## src/sv/es2d_pkg.sv

```systemverilog
// ----------------------------------------------------------------------------
// es2d_pkg
// Shared constants, reciprocal multipliers and month table for the converter.
// ----------------------------------------------------------------------------
package es2d_pkg;

  // pipeline depth, input beat to result beat
  localparam int STAGES = 9;
  typedef logic [STAGES:1] stage_vec_t;

  localparam int EPOCH_W = 38;
  localparam int DAYS_W  = 22;
  localparam int SOD_W   = 17;
  localparam int YEAR_W  = 14;

  // last second of 9999-12-31
  localparam logic [EPOCH_W-1:0] EPOCH_LIMIT = 38'd253402300799;

  // 86400 = 128 * 675: shift off seven bits, then divide by 675
  localparam int DAY_ODD   = 675;
  localparam int DAY_SHIFT = 41;
  localparam logic [31:0] DAY_RECIP =
    32'(((64'd1 << DAY_SHIFT) + 64'(DAY_ODD - 1)) / 64'(DAY_ODD));

  localparam int HOUR_SECS  = 3600;
  localparam int HOUR_SHIFT = 27;
  localparam logic [15:0] HOUR_RECIP =
    16'(((64'd1 << HOUR_SHIFT) + 64'(HOUR_SECS - 1)) / 64'(HOUR_SECS));

  localparam int MIN_SECS  = 60;
  localparam int MIN_SHIFT = 18;
  localparam logic [12:0] MIN_RECIP =
    13'(((64'd1 << MIN_SHIFT) + 64'(MIN_SECS - 1)) / 64'(MIN_SECS));

  localparam int WEEK_DAYS  = 7;
  localparam int WEEK_SHIFT = 25;
  localparam logic [22:0] WEEK_RECIP =
    23'(((64'd1 << WEEK_SHIFT) + 64'(WEEK_DAYS - 1)) / 64'(WEEK_DAYS));
  localparam int EPOCH_WDAY = 4;  // 1970-01-01 was a Thursday

  // days from 1 March of 1 BC to the epoch, less Jan and Feb
  localparam int MAR_OFFSET  = 719527 - 59;
  localparam int CYCLE_DAYS  = 146097;  // 400 Gregorian years
  localparam int YEAR_SHIFT  = 49;
  localparam logic [31:0] YEAR_RECIP =
    32'(((64'd1 << YEAR_SHIFT) + 64'(CYCLE_DAYS - 1)) / 64'(CYCLE_DAYS));

  localparam int C100_SHIFT = 21;
  localparam logic [14:0] C100_RECIP =
    15'(((64'd1 << C100_SHIFT) + 64'd99) / 64'd100);
  localparam int C400_SHIFT = 23;
  localparam logic [14:0] C400_RECIP =
    15'(((64'd1 << C400_SHIFT) + 64'd399) / 64'd400);

  // (yday + 31) * 10 / 306, folded into one multiplier
  localparam int MON_SHIFT = 21;
  localparam logic [16:0] MON_RECIP =
    17'(10 * (((64'd1 << MON_SHIFT) + 64'd305) / 64'd306));

  localparam int MARCH_YDAY_JAN = 306;  // first day of January in a March year

  // 367 * mon / 12 - 30, first March-based day of month mon
  function automatic logic [8:0] month_base(input logic [3:0] mon);
    logic [8:0] b;
    unique case (mon)
      4'd1:    b = 9'd0;
      4'd2:    b = 9'd31;
      4'd3:    b = 9'd61;
      4'd4:    b = 9'd92;
      4'd5:    b = 9'd122;
      4'd6:    b = 9'd153;
      4'd7:    b = 9'd184;
      4'd8:    b = 9'd214;
      4'd9:    b = 9'd245;
      4'd10:   b = 9'd275;
      4'd11:   b = 9'd306;
      4'd12:   b = 9'd337;
      default: b = 9'd0;
    endcase
    return b;
  endfunction

endpackage

```

## src/sv/es2d_front.sv

```systemverilog
// ----------------------------------------------------------------------------
// es2d_front
// Stages 1-2: splits seconds into whole days and second of day.
// ----------------------------------------------------------------------------
module es2d_front (
  input  logic                              clk,
  input  es2d_pkg::stage_vec_t              stage_en,
  input  logic [es2d_pkg::EPOCH_W-1:0]      epoch_seconds,
  output logic [es2d_pkg::DAYS_W-1:0]       days,
  output logic [es2d_pkg::SOD_W-1:0]        sod,
  output logic                              oor
);

  logic [62:0]                    day_prod;
  logic [es2d_pkg::DAYS_W-1:0]    q1_r;
  logic [16:0]                    low1_r;
  logic                           oor1_r;
  logic [31:0]                    q_mul;
  logic [9:0]                     rem_hi;
  logic [es2d_pkg::DAYS_W-1:0]    days2_r;
  logic [es2d_pkg::SOD_W-1:0]     sod2_r;
  logic                           oor2_r;

  assign day_prod = 63'(epoch_seconds[37:7]) * 63'(es2d_pkg::DAY_RECIP);

  always_ff @(posedge clk) begin
    if (stage_en[1]) begin
      q1_r   <= day_prod[62:es2d_pkg::DAY_SHIFT];
      low1_r <= epoch_seconds[16:0];
      oor1_r <= epoch_seconds > es2d_pkg::EPOCH_LIMIT;
    end
  end

  // remainder of (n >> 7) / 675 is below 1024, so ten bits suffice
  assign q_mul  = 32'(q1_r) * 32'(es2d_pkg::DAY_ODD);
  assign rem_hi = low1_r[16:7] - q_mul[9:0];

  always_ff @(posedge clk) begin
    if (stage_en[2]) begin
      days2_r <= q1_r;
      sod2_r  <= {rem_hi[9:0], low1_r[6:0]};
      oor2_r  <= oor1_r;
    end
  end

  assign days = days2_r;
  assign sod  = sod2_r;
  assign oor  = oor2_r;

endmodule

```

## src/sv/es2d_clock.sv

```systemverilog
// ----------------------------------------------------------------------------
// es2d_clock
// Stages 3-9: hour, minute, second and weekday lane.
// ----------------------------------------------------------------------------
module es2d_clock (
  input  logic                         clk,
  input  es2d_pkg::stage_vec_t         stage_en,
  input  logic [es2d_pkg::DAYS_W-1:0]  days,
  input  logic [es2d_pkg::SOD_W-1:0]   sod,
  output logic [4:0]                   hour,
  output logic [5:0]                   minute,
  output logic [5:0]                   second,
  output logic [2:0]                   weekday
);

  typedef struct packed {
    logic [4:0] hour;
    logic [5:0] minute;
    logic [5:0] second;
    logic [2:0] weekday;
  } tod_t;

  logic [32:0]                   hour_prod;
  logic [es2d_pkg::DAYS_W-1:0]   wk_num;
  logic [44:0]                   wk_prod;
  logic [4:0]                    hour3_r;
  logic [es2d_pkg::SOD_W-1:0]    sod3_r;
  logic [19:0]                   q7_r;
  logic [2:0]                    wlo3_r;

  logic [es2d_pkg::SOD_W-1:0]    hour_secs;
  logic [5:0]                    q7_mul;
  logic [4:0]                    hour4_r;
  logic [11:0]                   rem4_r;
  logic [2:0]                    wd4_r;

  logic [24:0]                   min_prod;
  logic [4:0]                    hour5_r;
  logic [5:0]                    min5_r;
  logic [11:0]                   rem5_r;
  logic [2:0]                    wd5_r;

  logic [11:0]                   min_secs;
  tod_t                          tod6_r, tod7_r, tod8_r, tod9_r;

  // stage 3: reciprocal multiplies for hour and day/7
  assign hour_prod = 33'(sod) * 33'(es2d_pkg::HOUR_RECIP);
  assign wk_num    = days + es2d_pkg::DAYS_W'(es2d_pkg::EPOCH_WDAY);
  assign wk_prod   = 45'(wk_num) * 45'(es2d_pkg::WEEK_RECIP);

  always_ff @(posedge clk) begin
    if (stage_en[3]) begin
      hour3_r <= hour_prod[31:es2d_pkg::HOUR_SHIFT];
      sod3_r  <= sod;
      q7_r    <= wk_prod[44:es2d_pkg::WEEK_SHIFT];
      wlo3_r  <= wk_num[2:0];
    end
  end

  // stage 4: remainders; both fit their low bits
  assign hour_secs = es2d_pkg::SOD_W'(hour3_r) * es2d_pkg::SOD_W'(es2d_pkg::HOUR_SECS);
  assign q7_mul    = 6'(q7_r[2:0]) * 6'(es2d_pkg::WEEK_DAYS);

  always_ff @(posedge clk) begin
    if (stage_en[4]) begin
      hour4_r <= hour3_r;
      rem4_r  <= 12'(sod3_r - hour_secs);
      wd4_r   <= wlo3_r - q7_mul[2:0];
    end
  end

  // stage 5: minute
  assign min_prod = 25'(rem4_r) * 25'(es2d_pkg::MIN_RECIP);

  always_ff @(posedge clk) begin
    if (stage_en[5]) begin
      hour5_r <= hour4_r;
      min5_r  <= min_prod[23:es2d_pkg::MIN_SHIFT];
      rem5_r  <= rem4_r;
      wd5_r   <= wd4_r;
    end
  end

  // stage 6: second
  assign min_secs = 12'(min5_r) * 12'(es2d_pkg::MIN_SECS);

  always_ff @(posedge clk) begin
    if (stage_en[6]) begin
      tod6_r.hour    <= hour5_r;
      tod6_r.minute  <= min5_r;
      tod6_r.second  <= 6'(rem5_r - min_secs);
      tod6_r.weekday <= wd5_r;
    end
  end

  // stages 7-9: match the date lane
  always_ff @(posedge clk) begin
    if (stage_en[7]) tod7_r <= tod6_r;
    if (stage_en[8]) tod8_r <= tod7_r;
    if (stage_en[9]) tod9_r <= tod8_r;
  end

  assign hour    = tod9_r.hour;
  assign minute  = tod9_r.minute;
  assign second  = tod9_r.second;
  assign weekday = tod9_r.weekday;

endmodule

```

## src/sv/es2d_date.sv

```systemverilog
// ----------------------------------------------------------------------------
// es2d_date
// Stages 3-9: year, month and day of month from the day count.
// ----------------------------------------------------------------------------
module es2d_date (
  input  logic                         clk,
  input  es2d_pkg::stage_vec_t         stage_en,
  input  logic [es2d_pkg::DAYS_W-1:0]  days,
  input  logic                         oor_in,
  output logic [4:0]                   day_of_month,
  output logic [3:0]                   month,
  output logic [es2d_pkg::YEAR_W-1:0]  year,
  output logic                         oor
);

  localparam int YW = es2d_pkg::YEAR_W;
  localparam int DW = es2d_pkg::DAYS_W;

  logic [DW-1:0]   d3_r;
  logic [30:0]     x3_r;
  logic            oor3_r;

  logic [62:0]     year_prod;
  logic [YW-1:0]   y4_r;
  logic [DW-1:0]   d4_r;
  logic            oor4_r;

  logic [28:0]     c100_prod, c400_prod;
  logic [YW-1:0]   y5_r;
  logic [DW-1:0]   d5_r;
  logic [7:0]      q100_5_r;
  logic [5:0]      q400_5_r;
  logic            oor5_r;

  logic [DW:0]     yr_base;
  logic [DW:0]     yd_diff;
  logic [YW-1:0]   y100, y400;
  logic            leap;
  logic [11:0]     yday6_r;
  logic            leap6_r;
  logic [YW-1:0]   y6_r;
  logic            oor6_r;

  logic [8:0]      yday7_r;
  logic [YW-1:0]   y7_r;
  logic            oor7_r;

  logic [25:0]     mon_prod;
  logic [8:0]      yday8_r;
  logic [3:0]      mon8_r;
  logic [YW-1:0]   y8_r;
  logic            oor8_r;

  logic [8:0]      mday_full;
  logic [4:0]      mday9_r;
  logic [3:0]      mon9_r;
  logic [YW-1:0]   y9_r;
  logic            oor9_r;

  // stage 3: days from 1 March 1 BC, and the scaled year numerator
  always_ff @(posedge clk) begin
    if (stage_en[3]) begin
      d3_r   <= days + DW'(es2d_pkg::MAR_OFFSET);
      x3_r   <= 31'(days + DW'(es2d_pkg::MAR_OFFSET + 2)) * 31'd400;
      oor3_r <= oor_in;
    end
  end

  // stage 4: year estimate, x / 146097
  assign year_prod = 63'(x3_r) * 63'(es2d_pkg::YEAR_RECIP);

  always_ff @(posedge clk) begin
    if (stage_en[4]) begin
      y4_r   <= year_prod[62:es2d_pkg::YEAR_SHIFT];
      d4_r   <= d3_r;
      oor4_r <= oor3_r;
    end
  end

  // stage 5: century and quad-century counts
  assign c100_prod = 29'(y4_r) * 29'(es2d_pkg::C100_RECIP);
  assign c400_prod = 29'(y4_r) * 29'(es2d_pkg::C400_RECIP);

  always_ff @(posedge clk) begin
    if (stage_en[5]) begin
      y5_r     <= y4_r;
      d5_r     <= d4_r;
      q100_5_r <= c100_prod[28:es2d_pkg::C100_SHIFT];
      q400_5_r <= c400_prod[28:es2d_pkg::C400_SHIFT];
      oor5_r   <= oor4_r;
    end
  end

  // stage 6: day of year against the estimate, and leap test
  assign yr_base = (DW+1)'(y5_r) * (DW+1)'(365) + (DW+1)'(y5_r[YW-1:2])
                 - (DW+1)'(q100_5_r) + (DW+1)'(q400_5_r);
  assign yd_diff = (DW+1)'(d5_r) - yr_base;
  assign y100    = YW'(q100_5_r) * YW'(100);
  assign y400    = YW'(q400_5_r) * YW'(400);
  assign leap    = (y5_r[1:0] == 2'd0) && ((y5_r != y100) || (y5_r == y400));

  always_ff @(posedge clk) begin
    if (stage_en[6]) begin
      yday6_r <= yd_diff[11:0];
      leap6_r <= leap;
      y6_r    <= y5_r;
      oor6_r  <= oor5_r;
    end
  end

  // stage 7: estimate one year high, step back
  always_ff @(posedge clk) begin
    if (stage_en[7]) begin
      if (yday6_r[11]) begin
        yday7_r <= 9'(yday6_r + 12'd365 + 12'(leap6_r));
        y7_r    <= y6_r - YW'(1);
      end else begin
        yday7_r <= yday6_r[8:0];
        y7_r    <= y6_r;
      end
      oor7_r <= oor6_r;
    end
  end

  // stage 8: March-based month
  assign mon_prod = 26'(10'(yday7_r) + 10'd31) * 26'(es2d_pkg::MON_RECIP);

  always_ff @(posedge clk) begin
    if (stage_en[8]) begin
      yday8_r <= yday7_r;
      mon8_r  <= mon_prod[24:es2d_pkg::MON_SHIFT];
      y8_r    <= y7_r;
      oor8_r  <= oor7_r;
    end
  end

  // stage 9: day of month, Jan/Feb fold into next year
  assign mday_full = yday8_r - es2d_pkg::month_base(mon8_r) + 9'd1;

  always_ff @(posedge clk) begin
    if (stage_en[9]) begin
      mday9_r <= mday_full[4:0];
      if (yday8_r >= 9'(es2d_pkg::MARCH_YDAY_JAN)) begin
        mon9_r <= mon8_r - 4'd10;
        y9_r   <= y8_r + YW'(1);
      end else begin
        mon9_r <= mon8_r + 4'd2;
        y9_r   <= y8_r;
      end
      oor9_r <= oor8_r;
    end
  end

  assign day_of_month = mday9_r;
  assign month        = mon9_r;
  assign year         = y9_r;
  assign oor          = oor9_r;

endmodule

```

## src/sv/epoch_seconds_to_utc_date.sv

```systemverilog
// ----------------------------------------------------------------------------
// epoch_seconds_to_utc_date: seconds since 1970 to UTC calendar fields
// Pipeline: nine registered stages from input beat to result beat.
// Throughput: one beat per cycle unless a full pipeline is held by out_ready.
// Reset: synchronous, active-low rst_n clears the stage valid bits only.
// ----------------------------------------------------------------------------
//
// Stage map:
//   1-2   day / second-of-day split (reciprocal of 675 after a 7-bit shift)
//   3-6   time of day and weekday, in parallel with
//   3-9   year estimate, leap correction, month and day of month
// Every stage holds its own valid bit. A stage loads when it is empty or
// when the stage after it loads, so bubbles close up under back-pressure
// and a new beat is taken while a finished result waits, if any stage is empty.
// Beyond 9999-12-31 23:59:59 the flag is raised and all fields read zero.
module epoch_seconds_to_utc_date (
  input  logic        clk,
  input  logic        rst_n,
  input  logic        in_valid,
  output logic        in_ready,
  input  logic [37:0] in_epoch_seconds,
  output logic        out_valid,
  input  logic        out_ready,
  output logic [5:0]  out_second,
  output logic [5:0]  out_minute,
  output logic [4:0]  out_hour,
  output logic [4:0]  out_day_of_month,
  output logic [3:0]  out_month,
  output logic [13:0] out_year,
  output logic [2:0]  out_weekday,
  output logic        out_out_of_range
);

  localparam int N = es2d_pkg::STAGES;

  es2d_pkg::stage_vec_t              valid_r;
  es2d_pkg::stage_vec_t              stage_en;
  logic [es2d_pkg::DAYS_W-1:0]       days;
  logic [es2d_pkg::SOD_W-1:0]        sod;
  logic                              oor_front;
  logic                              oor_last;
  logic [4:0]                        hour, mday;
  logic [5:0]                        minute, second;
  logic [2:0]                        weekday;
  logic [3:0]                        month;
  logic [es2d_pkg::YEAR_W-1:0]       year;

  // stage k may load unless it and every stage after it are full and
  // the sink is stalling
  for (genvar k = 1; k <= N; k++) begin : g_en
    assign stage_en[k] = out_ready | ~(&valid_r[N:k]);
  end

  always_ff @(posedge clk) begin
    if (!rst_n) begin
      valid_r <= '0;
    end else begin
      if (stage_en[1]) valid_r[1] <= in_valid;
      for (int k = 2; k <= N; k++) begin
        if (stage_en[k]) valid_r[k] <= valid_r[k-1];
      end
    end
  end

  assign in_ready  = stage_en[1];
  assign out_valid = valid_r[N];

  es2d_front u_front (
    .clk           (clk),
    .stage_en      (stage_en),
    .epoch_seconds (in_epoch_seconds),
    .days          (days),
    .sod           (sod),
    .oor           (oor_front)
  );

  es2d_clock u_clock (
    .clk      (clk),
    .stage_en (stage_en),
    .days     (days),
    .sod      (sod),
    .hour     (hour),
    .minute   (minute),
    .second   (second),
    .weekday  (weekday)
  );

  es2d_date u_date (
    .clk          (clk),
    .stage_en     (stage_en),
    .days         (days),
    .oor_in       (oor_front),
    .day_of_month (mday),
    .month        (month),
    .year         (year),
    .oor          (oor_last)
  );

  // out-of-range beats carry all-zero fields
  assign out_second       = oor_last ? '0 : second;
  assign out_minute       = oor_last ? '0 : minute;
  assign out_hour         = oor_last ? '0 : hour;
  assign out_day_of_month = oor_last ? '0 : mday;
  assign out_month        = oor_last ? '0 : month;
  assign out_year         = oor_last ? '0 : year;
  assign out_weekday      = oor_last ? '0 : weekday;
  assign out_out_of_range = oor_last;

endmodule

```

## config.mk

```make
export PLATFORM = sky130hd
export DESIGN_NAME = epoch_seconds_to_utc_date
export DESIGN_NICKNAME = d
export VERILOG_FILES = /design/src/sv/es2d_pkg.sv /design/src/sv/es2d_front.sv /design/src/sv/es2d_clock.sv /design/src/sv/es2d_date.sv /design/src/sv/epoch_seconds_to_utc_date.sv
export SDC_FILE = /design/constraint.sdc
export NUM_CORES = 2
export LEC_CHECK = 0
export ABC_CLOCK_PERIOD_IN_PS = 11400
export BUFFER_PORTS_ARGS = -buffer_cell sky130_fd_sc_hd__buf_2
export CELL_PAD_IN_SITES_DETAIL_PLACEMENT = 1
export CELL_PAD_IN_SITES_GLOBAL_PLACEMENT = 2
export CORE_UTILIZATION = 49
export DETAILED_ROUTE_END_ITERATION = 7
export HOLD_SLACK_MARGIN = 0.02
export PLACE_DENSITY_LB_ADDON = 0.1
export REMOVE_ABC_BUFFERS = 1
export SLEW_MARGIN = 20
export SYNTH_ARGS = -nofsm -noshare
export SYNTH_HDL_FRONTEND = slang
export SYNTH_HIERARCHICAL = 1
export SYNTH_SLANG_ARGS = --single-unit
```

## constraint.sdc

```tcl
create_clock -name clk -period 11.4 [get_ports clk]
set_clock_uncertainty 0.05 [all_clocks]
set_input_delay 0.57 -clock clk [delete_from_list [all_inputs] [get_ports clk]]
set_output_delay 0.57 -clock clk [all_outputs]
set_load 0.005 [all_outputs]
```

==> flow_summary.toml <==
[placement]
hpwl_mm = 145
place_congestion = 0.943
port_buffers = 87
dp_worst_setup_slack_ps = 3620

[routing]
ant_nets = 0
via_per_inst = 5.20
wirelength_mm = 167
drtIter0Drc = 1623
dr.pass1.iters = 5
drc = 0
wire_per_inst_um = 21.4
num_vias = 40400

[floorplanning]
rows = 133
die-area_sq_um = 134000
core_area_sq_um = 131000
start_util_pct = 49.4
die_y_um = 366
die-width_um = 366
boundaryPins = 88

[logic_synthesis]
synth_edf_count = 426
synth_xor_area_share_pct = 3.80
syn_inst = 5840
synth_compound_area_share_pct = 5.47
synthFlopType = "edfxtp_1"
synthSimpleGateAreaFrac_pct = 4.27
synthMuxAreaShare_pct = 0.279
synth_area_sq_um = 64900
synth_top_family_by_area = "adder cells"
ys_warn_count = 6
ys_seq_elements = 440
synth_most_common_cell = "inv_1"
synth_area_leaders = "fa_1, ha_1, edfxtp_1, inv_1, xnor2_1"
avgSynthCellArea_sq_um = 11.1
synthTopCellsByCount = "inv_1, ha_1, fa_1"
ys_types = 106
synthAdderAreaFrac_pct = 56.2
ys_seq_area_share_pct = 20.1
async_reset_ff_share_pct = 0
yosys.area.top_type = "fa_1"
yosys.area.top_type_share_pct = 28.8

[sta]
slew_violations = 0
tightest_slew_ps = 1130
fmax_mhz = 130
tns_ps = 0
slew_headroom_pct = 24.9
setup_slack_ps = 3680
rsz0062_at_grt = "false"
finalHoldWorstSlack_ps = 94.9
fin_crit_sh_pct = 67.7
hold_viol = 0
finalSetupViolCount = 0
fin_crit_ps = 7720

[global_routing]
overflow = 0
antenna_found_initial = 3
grt.total_usage_pct = 25.7
grt_pass1_wl_mm = 266
grt_max_degree = 55
first_global_vias = 46600

[clocking]
cts_root_buf = "clkbuf_16"
cts_max_level = 2
worstSkewPairLatency_ps = 630
clk_path_buf_depth = 3
cts_resized = 0
tritoncts = "yes"
clkTransAtPathRegs_ps = 60
cts_hold_buf = 0
cts_setup_buffers = 0
cts_buffers = 51
cts_sinks = 440

[cells_and_area]
multi_input_area_sq_um = 45400
antenna_cells = 0
fin_nets = 8372
fillCellCount = 14200
layout-drive-gt1-share_pct = 4.32
seq_area_sq_um = 13100
area_delta_synth_final_pct = 6.89

[critical_path]
path_max_fanout = 7
rrSetupSlack_ps = 3680
crit_type = "reg -> reg"
crit_top_cell = "fa_1"
crit_required_ps = 11870
cp.arrival_ps = 8180
cp_slowest_cell = "fa_1"
worstSetupStartpointType = "flip-flop"
end_kind = "flip-flop"
max_stage_delay_ps = 620

[run]
cap_violations = 0

[run_status]
status = "completed"

[min_path]
holdCritPathClass = "in -> reg"
[metrics by stage]
step / util, % / cells / cell area, sq um
after floorplan: - / 5826 / 64900
after global placement: 51.4 / 7678 / 67600
after detailed placement: 51.4 / 7678 / 67600
after CTS: 52.8 / 7774 / 69400
after global routing: 52.8 / 7774 / 69400
final: 52.8 / 7774 / 69400
[critical path: cells and delay by family (launching register included)]
family / cells / cell delay [ps]
simple gates: 4 / 1070
mux: 3 / 680
xor+xnor: 2 / 700
compound gates: 6 / 970
fa+ha+maj: 7 / 3330
buf+inv: 4 / 210
flops: 1 / 600
[final cells by class]
type | instances | area share, %
multi-input cells | 3694 | 65.5
flip-flops and latches | 440 | 18.8
clock inverters | 34 | 0.662
clock buffers | 62 | 1.94
well taps | 1755 | 3.16
repair buffers | 97 | 0.736
inverters | 1692 | 9.16
[kinds of logic after synthesis]
logic type / after synthesis
simple gates: 522
buf+inv: 1706
xor+xnor: 281
flops: 440
fa+ha+maj: 2354
mux: 15
compound gates: 522
[layout by cell type, fill, tap and decap left out, drive strengths merged, types with 7 or more instances in the layout]
cell	instances
nand4	47
nor2	87
nor3	49
a21boi	7
o31ai	12
o211ai	15
a21o	102
inv	1699
xnor2	192
o21bai	21
ha	1421
a21oi	169
a211oi	15
o21ai	76
o21a	27
or3	7
nand2b	14
nand3	47
a31oi	15
edfxtp	426
or2	14
clkinv	17
fa	933
nor2b	57
nor4	16
bufinv	7
clkbuf	62
and2	13
buf	97
and3	28
o2111ai	9
mux2i	9
dfxtp	14
xor2	89
nand2	119
[flip-flops by register name, indices dropped and copies added (netlist names), 17 cells and up, named ones only]
name	cells
u_clock/tod6_r	20
u_clock/tod7_r	20
u_clock/tod8_r	20
u_date/x3_r	26
u_front/days	22
u_front/low1_r	17
u_front/q1_r	22
u_front/sod	17
[final timing paths]
path | from | endpoint | cells past startpoint
setup / recovery | u_date/yday7_r[0] | flip-flop | 26
hold / removal | in_epoch_seconds[3] | u_front/low1_r[3] | 1
setup reg to reg | u_date/yday7_r[0] | flip-flop | 26
hold reg to reg | u_clock/tod7_r[17] | u_clock/tod8_r[17] | 0
[per-layer routing]
layer	GRT usage, %	wire length (um)
met2	47.0	86200
met3	1.75	3330
met1	32.9	72600
met4	6.23	4400
met5	0	19
Power is not shown: default switching activity piles up to over one toggle a cycle in this logic, so the estimate is an artifact.
